**config.mk**
```make
export PLATFORM = sky130hd
export DESIGN_NAME = inversive_congruential_prng_top
export DESIGN_NICKNAME = d
export VERILOG_FILES = /design/src/rtl/icp_pkg.sv /design/src/rtl/inversive_congruential_prng_top.sv
export VERILOG_INCLUDE_DIRS = /design/src /design/src/rtl
export SDC_FILE = /design/constraint.sdc
export NUM_CORES = 2
export LEC_CHECK = 0
export BUFFER_PORTS_ARGS = -buffer_cell sky130_fd_sc_hd__buf_2
export CAP_MARGIN = 10
export CORE_UTILIZATION = 53
export CTS_BUF_LIST = sky130_fd_sc_hd__clkbuf_8
export CTS_CLUSTER_SIZE = 30
export DETAILED_ROUTE_END_ITERATION = 8
export PLACE_DENSITY = 0.72
export SYNTH_ARGS = -nofsm -noshare
export SYNTH_HDL_FRONTEND = slang
export SYNTH_SLANG_ARGS = --single-unit
```
**constraint.sdc**
```tcl
create_clock -name clk -period 13.2 [get_ports clk]
set_clock_uncertainty 0.2 [all_clocks]
set_input_delay 0.66 -clock clk [delete_from_list [all_inputs] [get_ports clk]]
set_output_delay 0.66 -clock clk [all_outputs]
set_load 0.02 [all_outputs]
```
**src/rtl/inversive_congruential_prng_top_defines.svh**
```systemverilog
// Assertion macros shared by the generator RTL.
`ifndef INVERSIVE_CONGRUENTIAL_PRNG_TOP_DEFINES_SVH
`define INVERSIVE_CONGRUENTIAL_PRNG_TOP_DEFINES_SVH

// Check a consequent in the same cycle as its antecedent.
`define ICP_ASSERT_NOW(label, ante, cons, msg) \
    label: assert property (@(posedge clk) disable iff (!rst_n) (ante) |-> (cons)) \
        else $error(msg);

// Check a consequent in the cycle after its antecedent.
`define ICP_ASSERT_NEXT(label, ante, cons, msg) \
    label: assert property (@(posedge clk) disable iff (!rst_n) (ante) |=> (cons)) \
        else $error(msg);

`endif

```
**src/rtl/icp_pkg.sv**
```systemverilog
// Shared widths, reset values and codes of the inversive congruential generator.
`timescale 1ns / 1ps

package icp_pkg;

    localparam int unsigned WORD_W    = 31;
    localparam int unsigned SEED_W    = 64;
    localparam int unsigned VALUE_W   = 63;
    localparam int unsigned PROD_W    = 2 * WORD_W;
    localparam int unsigned RED_CNT_W = 6;
    localparam int unsigned SHIFT_W   = 5;
    localparam int unsigned REQ_W     = 2;
    localparam int unsigned CFG_IDX_W = 2;

    localparam logic [WORD_W-1:0] MODULUS_RST = 31'd2147483647;
    localparam logic [WORD_W-1:0] MULT_RST    = 31'd9102;
    localparam logic [WORD_W-1:0] INC_RST     = 31'd2110582212;
    localparam logic [WORD_W-1:0] MODULUS_MIN = 31'd2;

    typedef enum logic [REQ_W-1:0] {
        REQ_SEED = 2'd0,
        REQ_DRAW = 2'd1,
        REQ_PAIR = 2'd2
    } req_t;

    typedef enum logic [CFG_IDX_W-1:0] {
        CFG_MODULUS    = 2'd0,
        CFG_MULTIPLIER = 2'd1,
        CFG_INCREMENT  = 2'd2
    } cfg_idx_t;

endpackage

```
**src/rtl/inversive_congruential_prng_top.sv**
```systemverilog
// Inversive congruential generator: seed load and draws over a configurable modulus.
// Seed load: a 64-step remainder, after which the next request is taken.
// Draw step: Euclid rounds of the inverse, then multiply, add and the 64-step remainder;
// a zero state skips the Euclid rounds, and a pair runs the draw step twice.
// Reset clears the state to 0 and restores modulus, multiplier and increment defaults.
`timescale 1ns / 1ps

`include "inversive_congruential_prng_top_defines.svh"

module inversive_congruential_prng_top
    import icp_pkg::*;
(
    input  logic                      clk,
    input  logic                      rst_n,
    // request channel
    input  logic                      in_valid,
    output logic                      in_stall,
    input  logic [REQ_W-1:0]          req_type,
    input  logic signed [SEED_W-1:0]  seed,
    // result channel
    output logic                      out_valid,
    input  logic                      out_stall,
    output logic [VALUE_W-1:0]        value,
    // configuration write channel
    input  logic                      cfg_valid,
    output logic                      cfg_ready,
    input  logic [CFG_IDX_W-1:0]      cfg_index,
    input  logic [WORD_W-1:0]         cfg_data
);

    // Sequencer. One shared mod-m double-and-add unit serves both the
    // bit-serial remainder (seed and product reduction) and the Horner
    // accumulation of each Euclidean quotient times the coefficient.
    typedef enum logic [3:0] {
        S_IDLE,
        S_INV_INIT,
        S_INV_ALIGN,
        S_INV_DIV,
        S_INV_SWAP,
        S_MUL,
        S_ADD,
        S_RED,
        S_EMIT
    } fsm_t;

    // control and configuration, cleared by reset
    fsm_t                   fsm_reg, fsm_next;
    logic                   out_valid_reg, out_valid_next;
    logic [VALUE_W-1:0]     value_reg, value_next;
    logic [WORD_W-1:0]      cur_state_reg, cur_state_next;
    logic [WORD_W-1:0]      m_reg, m_next;
    logic [WORD_W-1:0]      mult_reg, mult_next;
    logic [WORD_W-1:0]      inc_reg, inc_next;
    logic                   seed_mode_reg, seed_mode_next;
    logic                   pair_reg, pair_next;
    logic                   second_reg, second_next;
    logic [RED_CNT_W-1:0]   cnt_reg, cnt_next;
    logic [SHIFT_W-1:0]     k_reg, k_next;

    // datapath, loaded before use
    logic [WORD_W-1:0]      red_rem_reg, red_rem_next;
    logic [SEED_W-1:0]      red_div_reg, red_div_next;
    logic                   neg_reg, neg_next;
    logic [WORD_W-1:0]      rem_reg, rem_next;
    logic [WORD_W-1:0]      nrem_reg, nrem_next;
    logic [WORD_W-1:0]      co_reg, co_next;
    logic [WORD_W-1:0]      nco_reg, nco_next;
    logic [WORD_W-1:0]      d_reg, d_next;
    logic [WORD_W-1:0]      acc_reg, acc_next;
    logic [PROD_W-1:0]      prod_reg, prod_next;
    logic [WORD_W-1:0]      hi_reg, hi_next;
    logic [VALUE_W-1:0]     result_reg, result_next;

    // shared modular unit: ((2*base + bit) mod m + add) mod m, base and add below m
    logic [WORD_W-1:0]      mu_base;
    logic                   mu_bit;
    logic [WORD_W-1:0]      mu_add;
    logic [WORD_W:0]        mu_t1;
    logic [WORD_W-1:0]      mu_r1;
    logic [WORD_W:0]        mu_t2;
    logic [WORD_W-1:0]      mu_res;

    // Euclid helpers
    logic                   div_ge;
    logic [WORD_W:0]        co_diff;
    logic [WORD_W-1:0]      tc;
    logic [SEED_W-1:0]      seed_u;
    logic [SEED_W-1:0]      seed_mag;

    assign in_stall  = (fsm_reg != S_IDLE);
    assign cfg_ready = (fsm_reg == S_IDLE);
    assign out_valid = out_valid_reg;
    assign value     = value_reg;

    assign seed_u   = $unsigned(seed);
    assign seed_mag = seed_u[SEED_W-1] ? (~seed_u + SEED_W'(1)) : seed_u;

    assign div_ge  = (rem_reg >= d_reg);
    assign co_diff = {1'b0, co_reg} - {1'b0, acc_reg};
    assign tc      = co_diff[WORD_W] ? WORD_W'(co_diff[WORD_W-1:0] + m_reg)
                                     : co_diff[WORD_W-1:0];

    // select operands of the shared unit
    always_comb
    begin
        mu_base = red_rem_reg;
        mu_bit  = red_div_reg[SEED_W-1];
        mu_add  = '0;
        if (fsm_reg == S_INV_DIV)
        begin
            mu_base = acc_reg;
            mu_bit  = 1'b0;
            mu_add  = div_ge ? nco_reg : '0;
        end
    end

    always_comb
    begin
        mu_t1  = {mu_base, mu_bit};
        mu_r1  = (mu_t1 >= {1'b0, m_reg}) ? WORD_W'(mu_t1 - {1'b0, m_reg})
                                          : mu_t1[WORD_W-1:0];
        mu_t2  = {1'b0, mu_r1} + {1'b0, mu_add};
        mu_res = (mu_t2 >= {1'b0, m_reg}) ? WORD_W'(mu_t2 - {1'b0, m_reg})
                                          : mu_t2[WORD_W-1:0];
    end

    // next-state logic
    always_comb
    begin
        fsm_next       = fsm_reg;
        out_valid_next = out_valid_reg && out_stall;
        value_next     = value_reg;
        cur_state_next = cur_state_reg;
        m_next         = m_reg;
        mult_next      = mult_reg;
        inc_next       = inc_reg;
        seed_mode_next = seed_mode_reg;
        pair_next      = pair_reg;
        second_next    = second_reg;
        cnt_next       = cnt_reg;
        k_next         = k_reg;
        red_rem_next   = red_rem_reg;
        red_div_next   = red_div_reg;
        neg_next       = neg_reg;
        rem_next       = rem_reg;
        nrem_next      = nrem_reg;
        co_next        = co_reg;
        nco_next       = nco_reg;
        d_next         = d_reg;
        acc_next       = acc_reg;
        prod_next      = prod_reg;
        hi_next        = hi_reg;
        result_next    = result_reg;

        // configuration transfer; a modulus below 2 acts as 2
        if (cfg_valid && cfg_ready)
        begin
            case (cfg_index)
                CFG_MODULUS:    m_next    = (cfg_data < MODULUS_MIN) ? MODULUS_MIN : cfg_data;
                CFG_MULTIPLIER: mult_next = cfg_data;
                CFG_INCREMENT:  inc_next  = cfg_data;
                default:        ;
            endcase
        end

        case (fsm_reg)
            S_IDLE:
            begin
                if (in_valid)
                begin
                    case (req_type)
                        REQ_SEED:
                        begin
                            // reduce the magnitude, fix the sign at the end
                            seed_mode_next = 1'b1;
                            neg_next       = seed_u[SEED_W-1];
                            red_div_next   = seed_mag;
                            red_rem_next   = '0;
                            cnt_next       = '1;
                            fsm_next       = S_RED;
                        end
                        REQ_DRAW:
                        begin
                            seed_mode_next = 1'b0;
                            pair_next      = 1'b0;
                            second_next    = 1'b0;
                            fsm_next       = S_INV_INIT;
                        end
                        REQ_PAIR:
                        begin
                            seed_mode_next = 1'b0;
                            pair_next      = 1'b1;
                            second_next    = 1'b0;
                            fsm_next       = S_INV_INIT;
                        end
                        default: ;  // unused code: drop the request
                    endcase
                end
            end
            S_INV_INIT:
            begin
                if (cur_state_reg == '0)
                begin
                    co_next  = '0;
                    fsm_next = S_MUL;
                end
                else
                begin
                    rem_next  = m_reg;
                    nrem_next = cur_state_reg;
                    co_next   = '0;
                    nco_next  = WORD_W'(1);
                    d_next    = cur_state_reg;
                    acc_next  = '0;
                    k_next    = '0;
                    fsm_next  = S_INV_ALIGN;
                end
            end
            S_INV_ALIGN:
            begin
                // shift the divisor up to the top of the remainder
                if ({d_reg, 1'b0} <= {1'b0, rem_reg})
                begin
                    d_next = {d_reg[WORD_W-2:0], 1'b0};
                    k_next = k_reg + SHIFT_W'(1);
                end
                else
                begin
                    fsm_next = S_INV_DIV;
                end
            end
            S_INV_DIV:
            begin
                // one quotient bit; fold it into q*nco mod m
                if (div_ge)
                begin
                    rem_next = rem_reg - d_reg;
                end
                acc_next = mu_res;
                d_next   = {1'b0, d_reg[WORD_W-1:1]};
                if (k_reg == '0)
                begin
                    fsm_next = S_INV_SWAP;
                end
                else
                begin
                    k_next = k_reg - SHIFT_W'(1);
                end
            end
            S_INV_SWAP:
            begin
                rem_next  = nrem_reg;
                nrem_next = rem_reg;
                co_next   = nco_reg;
                nco_next  = tc;
                if (rem_reg == '0)
                begin
                    fsm_next = S_MUL;
                end
                else
                begin
                    d_next   = rem_reg;
                    acc_next = '0;
                    k_next   = '0;
                    fsm_next = S_INV_ALIGN;
                end
            end
            S_MUL:
            begin
                prod_next = PROD_W'(mult_reg) * PROD_W'(co_reg);
                fsm_next  = S_ADD;
            end
            S_ADD:
            begin
                red_div_next = SEED_W'(prod_reg) + SEED_W'(inc_reg);
                red_rem_next = '0;
                cnt_next     = '1;
                fsm_next     = S_RED;
            end
            S_RED:
            begin
                red_rem_next = mu_res;
                red_div_next = {red_div_reg[SEED_W-2:0], 1'b0};
                cnt_next     = cnt_reg - RED_CNT_W'(1);
                if (cnt_reg == '0)
                begin
                    if (seed_mode_reg)
                    begin
                        cur_state_next = (neg_reg && (mu_res != '0)) ? m_reg - mu_res : mu_res;
                        fsm_next       = S_IDLE;
                    end
                    else
                    begin
                        cur_state_next = mu_res;
                        if (pair_reg && !second_reg)
                        begin
                            hi_next     = mu_res;
                            second_next = 1'b1;
                            fsm_next    = S_INV_INIT;
                        end
                        else
                        begin
                            result_next = pair_reg ? {hi_reg, 1'b0, mu_res}
                                                   : VALUE_W'(mu_res);
                            fsm_next    = S_EMIT;
                        end
                    end
                end
            end
            S_EMIT:
            begin
                // hold until the output register is free
                if (!out_valid_reg || !out_stall)
                begin
                    out_valid_next = 1'b1;
                    value_next     = result_reg;
                    fsm_next       = S_IDLE;
                end
            end
            default:
            begin
                fsm_next = S_IDLE;
            end
        endcase
    end

    // sequencer state, registered outputs and configuration
    always_ff @(posedge clk or negedge rst_n)
    begin
        if (!rst_n)
        begin
            fsm_reg       <= S_IDLE;
            out_valid_reg <= 1'b0;
            value_reg     <= '0;
            cur_state_reg <= '0;
            m_reg         <= MODULUS_RST;
            mult_reg      <= MULT_RST;
            inc_reg       <= INC_RST;
            seed_mode_reg <= 1'b0;
            pair_reg      <= 1'b0;
            second_reg    <= 1'b0;
            cnt_reg       <= '0;
            k_reg         <= '0;
        end
        else
        begin
            fsm_reg       <= fsm_next;
            out_valid_reg <= out_valid_next;
            value_reg     <= value_next;
            cur_state_reg <= cur_state_next;
            m_reg         <= m_next;
            mult_reg      <= mult_next;
            inc_reg       <= inc_next;
            seed_mode_reg <= seed_mode_next;
            pair_reg      <= pair_next;
            second_reg    <= second_next;
            cnt_reg       <= cnt_next;
            k_reg         <= k_next;
        end
    end

    // arithmetic datapath
    always_ff @(posedge clk)
    begin
        red_rem_reg <= red_rem_next;
        red_div_reg <= red_div_next;
        neg_reg     <= neg_next;
        rem_reg     <= rem_next;
        nrem_reg    <= nrem_next;
        co_reg      <= co_next;
        nco_reg     <= nco_next;
        d_reg       <= d_next;
        acc_reg     <= acc_next;
        prod_reg    <= prod_next;
        hi_reg      <= hi_next;
        result_reg  <= result_next;
    end

    `ICP_ASSERT_NOW(a_mod_floor, 1'b1, m_reg >= MODULUS_MIN, "modulus below floor")
    `ICP_ASSERT_NEXT(a_seed_range, (fsm_reg == S_RED) && (cnt_reg == '0) && seed_mode_reg, cur_state_reg < m_reg, "seeded state not below modulus")
    `ICP_ASSERT_NOW(a_coef_range, fsm_reg == S_INV_DIV, (acc_reg < m_reg) && (nco_reg < m_reg), "coefficient not reduced")
    `ICP_ASSERT_NOW(a_div_nonzero, fsm_reg == S_INV_DIV, d_reg != '0, "zero divisor in Euclid step")

endmodule

```
# ---- Word level (Yosys, flattened, before mapping)
# Cells that the tools add are included.
dict set report op_classes {
  addsub 12
  n_mul 1
  n_div 0
  order_cmp 5
  eq_ne 27
  n_shift 0
  muxes 60
  n_bitwise 3
  n_reduce_logical 43
}
# op n
set ops {}
lappend ops {{$mux W31} 19}
lappend ops {{$pmux W31 S3} 3}
lappend ops {{$mux W64} 3}
lappend ops {{$pmux W64 S3} 1}
lappend ops {{$pmux W31 S2} 3}
lappend ops {{$pmux W31 S4} 1}
lappend ops {{$sub A31 B31 Y31} 4}
lappend ops {{$add A64 B1 Y64 const B} 1}
lappend ops {{$ge A32 B31 Y1} 2}
lappend ops {{$not A64 Y64} 1}
lappend ops {{$add A62 B31 Y63} 1}
lappend ops {{$logic_not A31 Y1} 2}
lappend ops {{$mul A31 B31 Y62} 1}
lappend ops {{$pmux W4 S9} 1}
lappend ops {{$add A31 B31 Y32} 1}
lappend ops {{$le A32 B31 Y1} 1}
lappend ops {{$sub A31 B31 Y32} 1}
lappend ops {{$add A31 B31 Y31} 1}
lappend ops {{$ge A31 B31 Y1} 1}
lappend ops {{$lt A31 B2 Y1 const B} 1}
lappend ops {{$reduce_bool A31 Y1} 1}
lappend ops {{$mux W4} 7}
lappend ops {{$ne A2 B2 Y1 const B} 12}
lappend ops {{$mux W5} 4}
lappend ops {{other kinds (35)} 78}
dict set report word_totals {
  reg_bits 644
  latch_bits 0
  ram_bits 0
  rom_bits 0
  inputBits 104
  output_inout_bits 66
  memories 0
}

# ---- Depth between registers and ports, before layout
dict set report depth {
  ltp_word 11
  mapped_depth 74
  ltp_nobuf 66
}

# ---- Least setup slack after synthesis
# OpenSTA, ideal clock, no wires.
dict set report synth_path {
  path_type {register to register}
  from {register fsm_reg[2]}
  to {register cur_state_reg[28]}
  setup_time_ps 70
  arrival_time_ps 14218
  required_ps 12930
  path_slack_ps -1288
  stages_incl_launch_ff 72
  n_path_buf 10
  path_cell_list {dfrtp_1 -> clkbuf_1 -> nor2_1 -> nand2_1 -> clkbuf_1 -> clkbuf_1 -> buf_1 -> nand2_1 -> ha_1 -> fa_1 -> nor2b_1 -> o21ai_0 -> a21boi_0 -> o21ai_0 -> a21oi_1 -> o21ai_0 -> a21boi_0 -> o31ai_1 -> [36 not listed] -> a21oi_1 -> ha_1 -> a21oi_1 -> and3_1 -> and3_1 -> nor4_1 -> nand2_1 -> o21a_1 -> a31oi_2 -> o31ai_2 -> maj3_2 -> o311ai_2 -> a2111oi_2 -> o41ai_2 -> maj3_1 -> a21oi_1 -> or3_1 -> nand3_1}
}
dict set report synth_via {
  elab_chain_len 11
  word_cells_on_any_way 18
  cone_classes {add/sub (4); order compare (2); eq/ne (2); mux (7); reduce/logical (3)}
}
# item line
set synth_lines {}
lappend synth_lines {{start: declaration} inversive_congruential_prng_top.sv:47} ;# fsm_t fsm_reg, fsm_next;
lappend synth_lines {{start signal: assignment} inversive_congruential_prng_top.sv:347} ;# fsm_reg <= fsm_next;
lappend synth_lines {{parallel branches: the longest is 11 deep, another holds $add A31 B31 Y32} -}
lappend synth_lines {{end signal: assignment} inversive_congruential_prng_top.sv:350} ;# cur_state_reg <= cur_state_next;
lappend synth_lines {{end: declaration} inversive_congruential_prng_top.sv:50} ;# logic [WORD_W-1:0] cur_state_reg, cur_state_next;
# Parallel ways; which one is timed is not known.
# A chain may end at the register's enable or synchronous reset.

# ---- Final worst setup path
dict set report layout_path {
  from {register fsm_reg[1]}
  to {register cur_state_reg[30]}
}
# The elaborated chain is that of the path after synthesis.

==> reports/qor.yml <==
status: "completed"
floorplan.die.width_um: 368.5
async_reset_ff_share_pct: 31.93
final_layout_size_suffix_gt1_share_pct: 14.56
timing.max_cap.violations: 0
numClockSinks: 642
htree_levels: 3
firstDrtPassIters: 9
place_hpwl_mm: 182.0
groute.usage.overall_pct: 34.21
synth-seq-cells: 642
die_height_um: 368.5
launch_point_of_the_worst_reg_to_reg_path: "fsm_reg[1]"
critical_path.max_stage_delay_ps: 410
type_of_the_tightest_min_delay_check: "input pin to register"
largest_reg_flops: 64
fmax_mhz: 78.07
syn-num-nets: 9115
tritoncts.num_buffers: 111
critPathKind: "register to register"
top_level_ports: 170
final_min_period_over_clock_period_pct: 97.03
power.density_nw_per_um2: 52.04
area_delta_synth_final_pct: 12.44
cpMostUsedCell: "a21oi_2"
synthFlopType: "edfxtp_1"
io_buffers: 168
wire_per_inst_um: 23.24
critical_path.max_fanout: 5
yosysWarnings: 0
cp-startpoint: "fsm_reg[1]"
rsz0062_at_grt: "yes"
dpl_worst_slack_ps: -1012
synth_cell_types: 100
route.detailed.vias_per_inst: 5.897
wl_mm: 232.0
hp-start: "cfg_data[24]"
cellLeakagePower_nw: 37.56
cp_data_arrival_time_ps: 13280
setup.worst_path.end_class: "register"
totalNegativeSetupSlack_ps: 0
antenna_found_initial: 10
timing.final.ws_setup_ps: 391.7
timing.critical_path.from_type: "register"
clock_transition_at_the_registers_of_the_reported_paths_ps: 60
post_synth_instance_area_um2: 71200
slew_violations: 0
rows: 134
final-hold-violation-count: 0
critPathRequiredTime_ps: 13670
die_area_um2: 135800
max-vdd-ir-drop_mv: 0.06476
synth.avg_cell_area_um2: 9.315
max-clock-path-buffers: 3
period_minus_slack_ps: 12810
worstMarginPinSlew_ps: 1380
nets: 9581
drt_drc_violations_left: 0
finalWeightedCongestion: 0.9745
initial_utilization_pct: 53.42
timing.slew.headroom_pct: 7.031
clock_root_buffer: "clkbuf_8"
first_global_vias: 59560
drt_first_iter_violations: 5711
first_pass_grt_wire_length_mm: 352.3
synth.yosys.seq_area_share_pct: 25.73
syn-instance-count: 7644
fp.coreArea_um2: 133300
final_antenna_net_count: 0
crit_path_top_delay_cell: "dfrtp_1"
grt-ovfl-total: 0
grt_start_max_net_pins: 126
synth_enable_flop_cells: 437
cts_tree: "yes"
report.final.setup_viol: 0
routed-via-count: 58870
insertion_delay_ps: 840
==> final timing paths <==
| path | slack [ps] | to | depth (start not counted) |
|---|---|---|---|
| max | 390 | cur_state_reg[30] | 71 |
| min | 80 | m_reg[24] | 3 |
| max reg2reg | 390 | cur_state_reg[30] | 71 |
| min reg2reg | 270 | value[12] | 1 |
| max in group asynchronous | 11150 | mult_reg[16] | 3 |
| min in group asynchronous | 270 | cur_state_reg[7] | 2 |
==> cells in the mapped netlist, drive strengths merged, types with 20 or more instances <==
cell type / count / area (um^2)
a211oi: 33 / 252.7
a21boi: 20 / 150.1
a21o: 105 / 788.3
a21oi: 341 / 1710
a222oi: 30 / 300.3
a22oi: 52 / 390.4
a31oi: 26 / 168.9
and2: 267 / 1670
and3: 78 / 488.0
buf: 24 / 105.1
clkbuf: 329 / 1235
dfrtp: 148 / 3704
dfstp: 57 / 1498
edfxtp: 437 / 13120
fa: 846 / 16940
ha: 521 / 6519
inv: 1155 / 4335
mux2: 130 / 1464
nand2: 1224 / 4597
nand2b: 40 / 250.2
nand3: 133 / 665.6
nand4: 39 / 244.0
nor2: 298 / 1121
nor2b: 39 / 244.0
nor3: 71 / 360.3
nor4: 34 / 212.7
o211ai: 25 / 187.7
o21a: 30 / 225.2
o21ai: 345 / 1730
o21bai: 49 / 367.9
o221ai: 44 / 385.4
o31ai: 39 / 297.8
or2: 26 / 162.7
or3: 42 / 262.8
xnor2: 246 / 2155
xor2: 117 / 1025
==> layout make-up <==
class | count | area, um^2
fillers | 11380 | 53230
multi-input cells | 5492 | 47750
flip-flops and latches | 642 | 18330
repair buffers | 706 | 5047
inverters | 1157 | 4343
well taps | 1768 | 2212
clock buffers | 129 | 1775
clock inverters | 83 | 593.1
diodes | 7 | 17.52
==> timing repair <==
| item | CTS | global route |
|---|---|---|
| gates resized for setup | 48 | 58 |
| buffers inserted | 15 | 9 |
| pin swaps | 46 | 60 |
| hold buffers | 10 | 0 |
| gates cloned | 0 | 2 |
| endpoints found under the hold margin | 71 | 0 |
| setup endpoints to repair | 18 | 19 |
==> critical path: cells and delay by family (launching register included) <==
kind / cells / cell delay (ps)
adder cells (fa/ha/maj): 6 / 1860
flip-flops: 1 / 410
multiplexers: 1 / 210
AO/OA/AOI/OAI: 39 / 6680
buffers and inverters: 7 / 1090
XOR/XNOR: 1 / 120
AND/OR/NAND/NOR: 17 / 2020
==> layer usage <==
metal | routed length (um) | track usage (%) | vias up | share of wire [%]
met3 | 20500 | 6.428 | 591 | 8.8
met5 | 20 | 0 | - | 0.0086
met4 | 12570 | 16.37 | 2 | 5.4
li1 | - | - | 26110 | -
met2 | 109200 | 55.68 | 2734 | 47
met1 | 89690 | 44.01 | 29430 | 39
==> placed cells by master, fill, tap and decap left out, types with 105 or more instances in the layout <==
master,n
inv_1,1193
buf_2,167
fa_1,843
xnor2_1,244
xor2_1,117
and2_1,265
nor2_1,287
nand3_1,131
dfrtp_1,144
ha_1,519
mux2_2,129
buf_4,515
a21o_1,105
nand2_1,1216
o21ai_0,313
a21oi_1,325
clkbuf_8,129
edfxtp_1,437
==> per-stage QoR <==
step	cell area, um^2	total power, mW	util (%)	hold slack [ps]	std cells
finish	80060	4.167	60.07	77.98	9984
global route	80060	4.280	60.06	35.87	9982
CTS	79680	4.192	59.78	1.868	9967
detailed placement	76930	2.262	57.72	264.3	9730
global placement	76930	2.260	57.72	260.5	9730
floorplan	71290	2.198	-	164.4	7644
==> report_power, final <==
part / total (mW) / switching, mW / internal [mW] / leakage, nW
clock: 1.94 / 0.902 / 1.04 / 1.36
sequential: 2.13 / 0 / 2.13 / 6.31
combinational: 0.0932 / 0.0656 / 0.0276 / 29.9
total: 4.17 / 0.967 / 3.20 / 37.6
==> cells by family after synthesis <==
logic type	Yosys count	synth area share [%]
and+or+nand+nor	2345	15.06
buffers and inverters	1510	7.981
adders and majority gates	1377	33.09
AOI/OAI and AO/OA	1261	11.39
DFF	642	25.73
xor gates and xnor gates	363	4.465
muxes	145	2.277
other	1	0.005267
No activity file was read; power rests on OpenSTA's default activity.
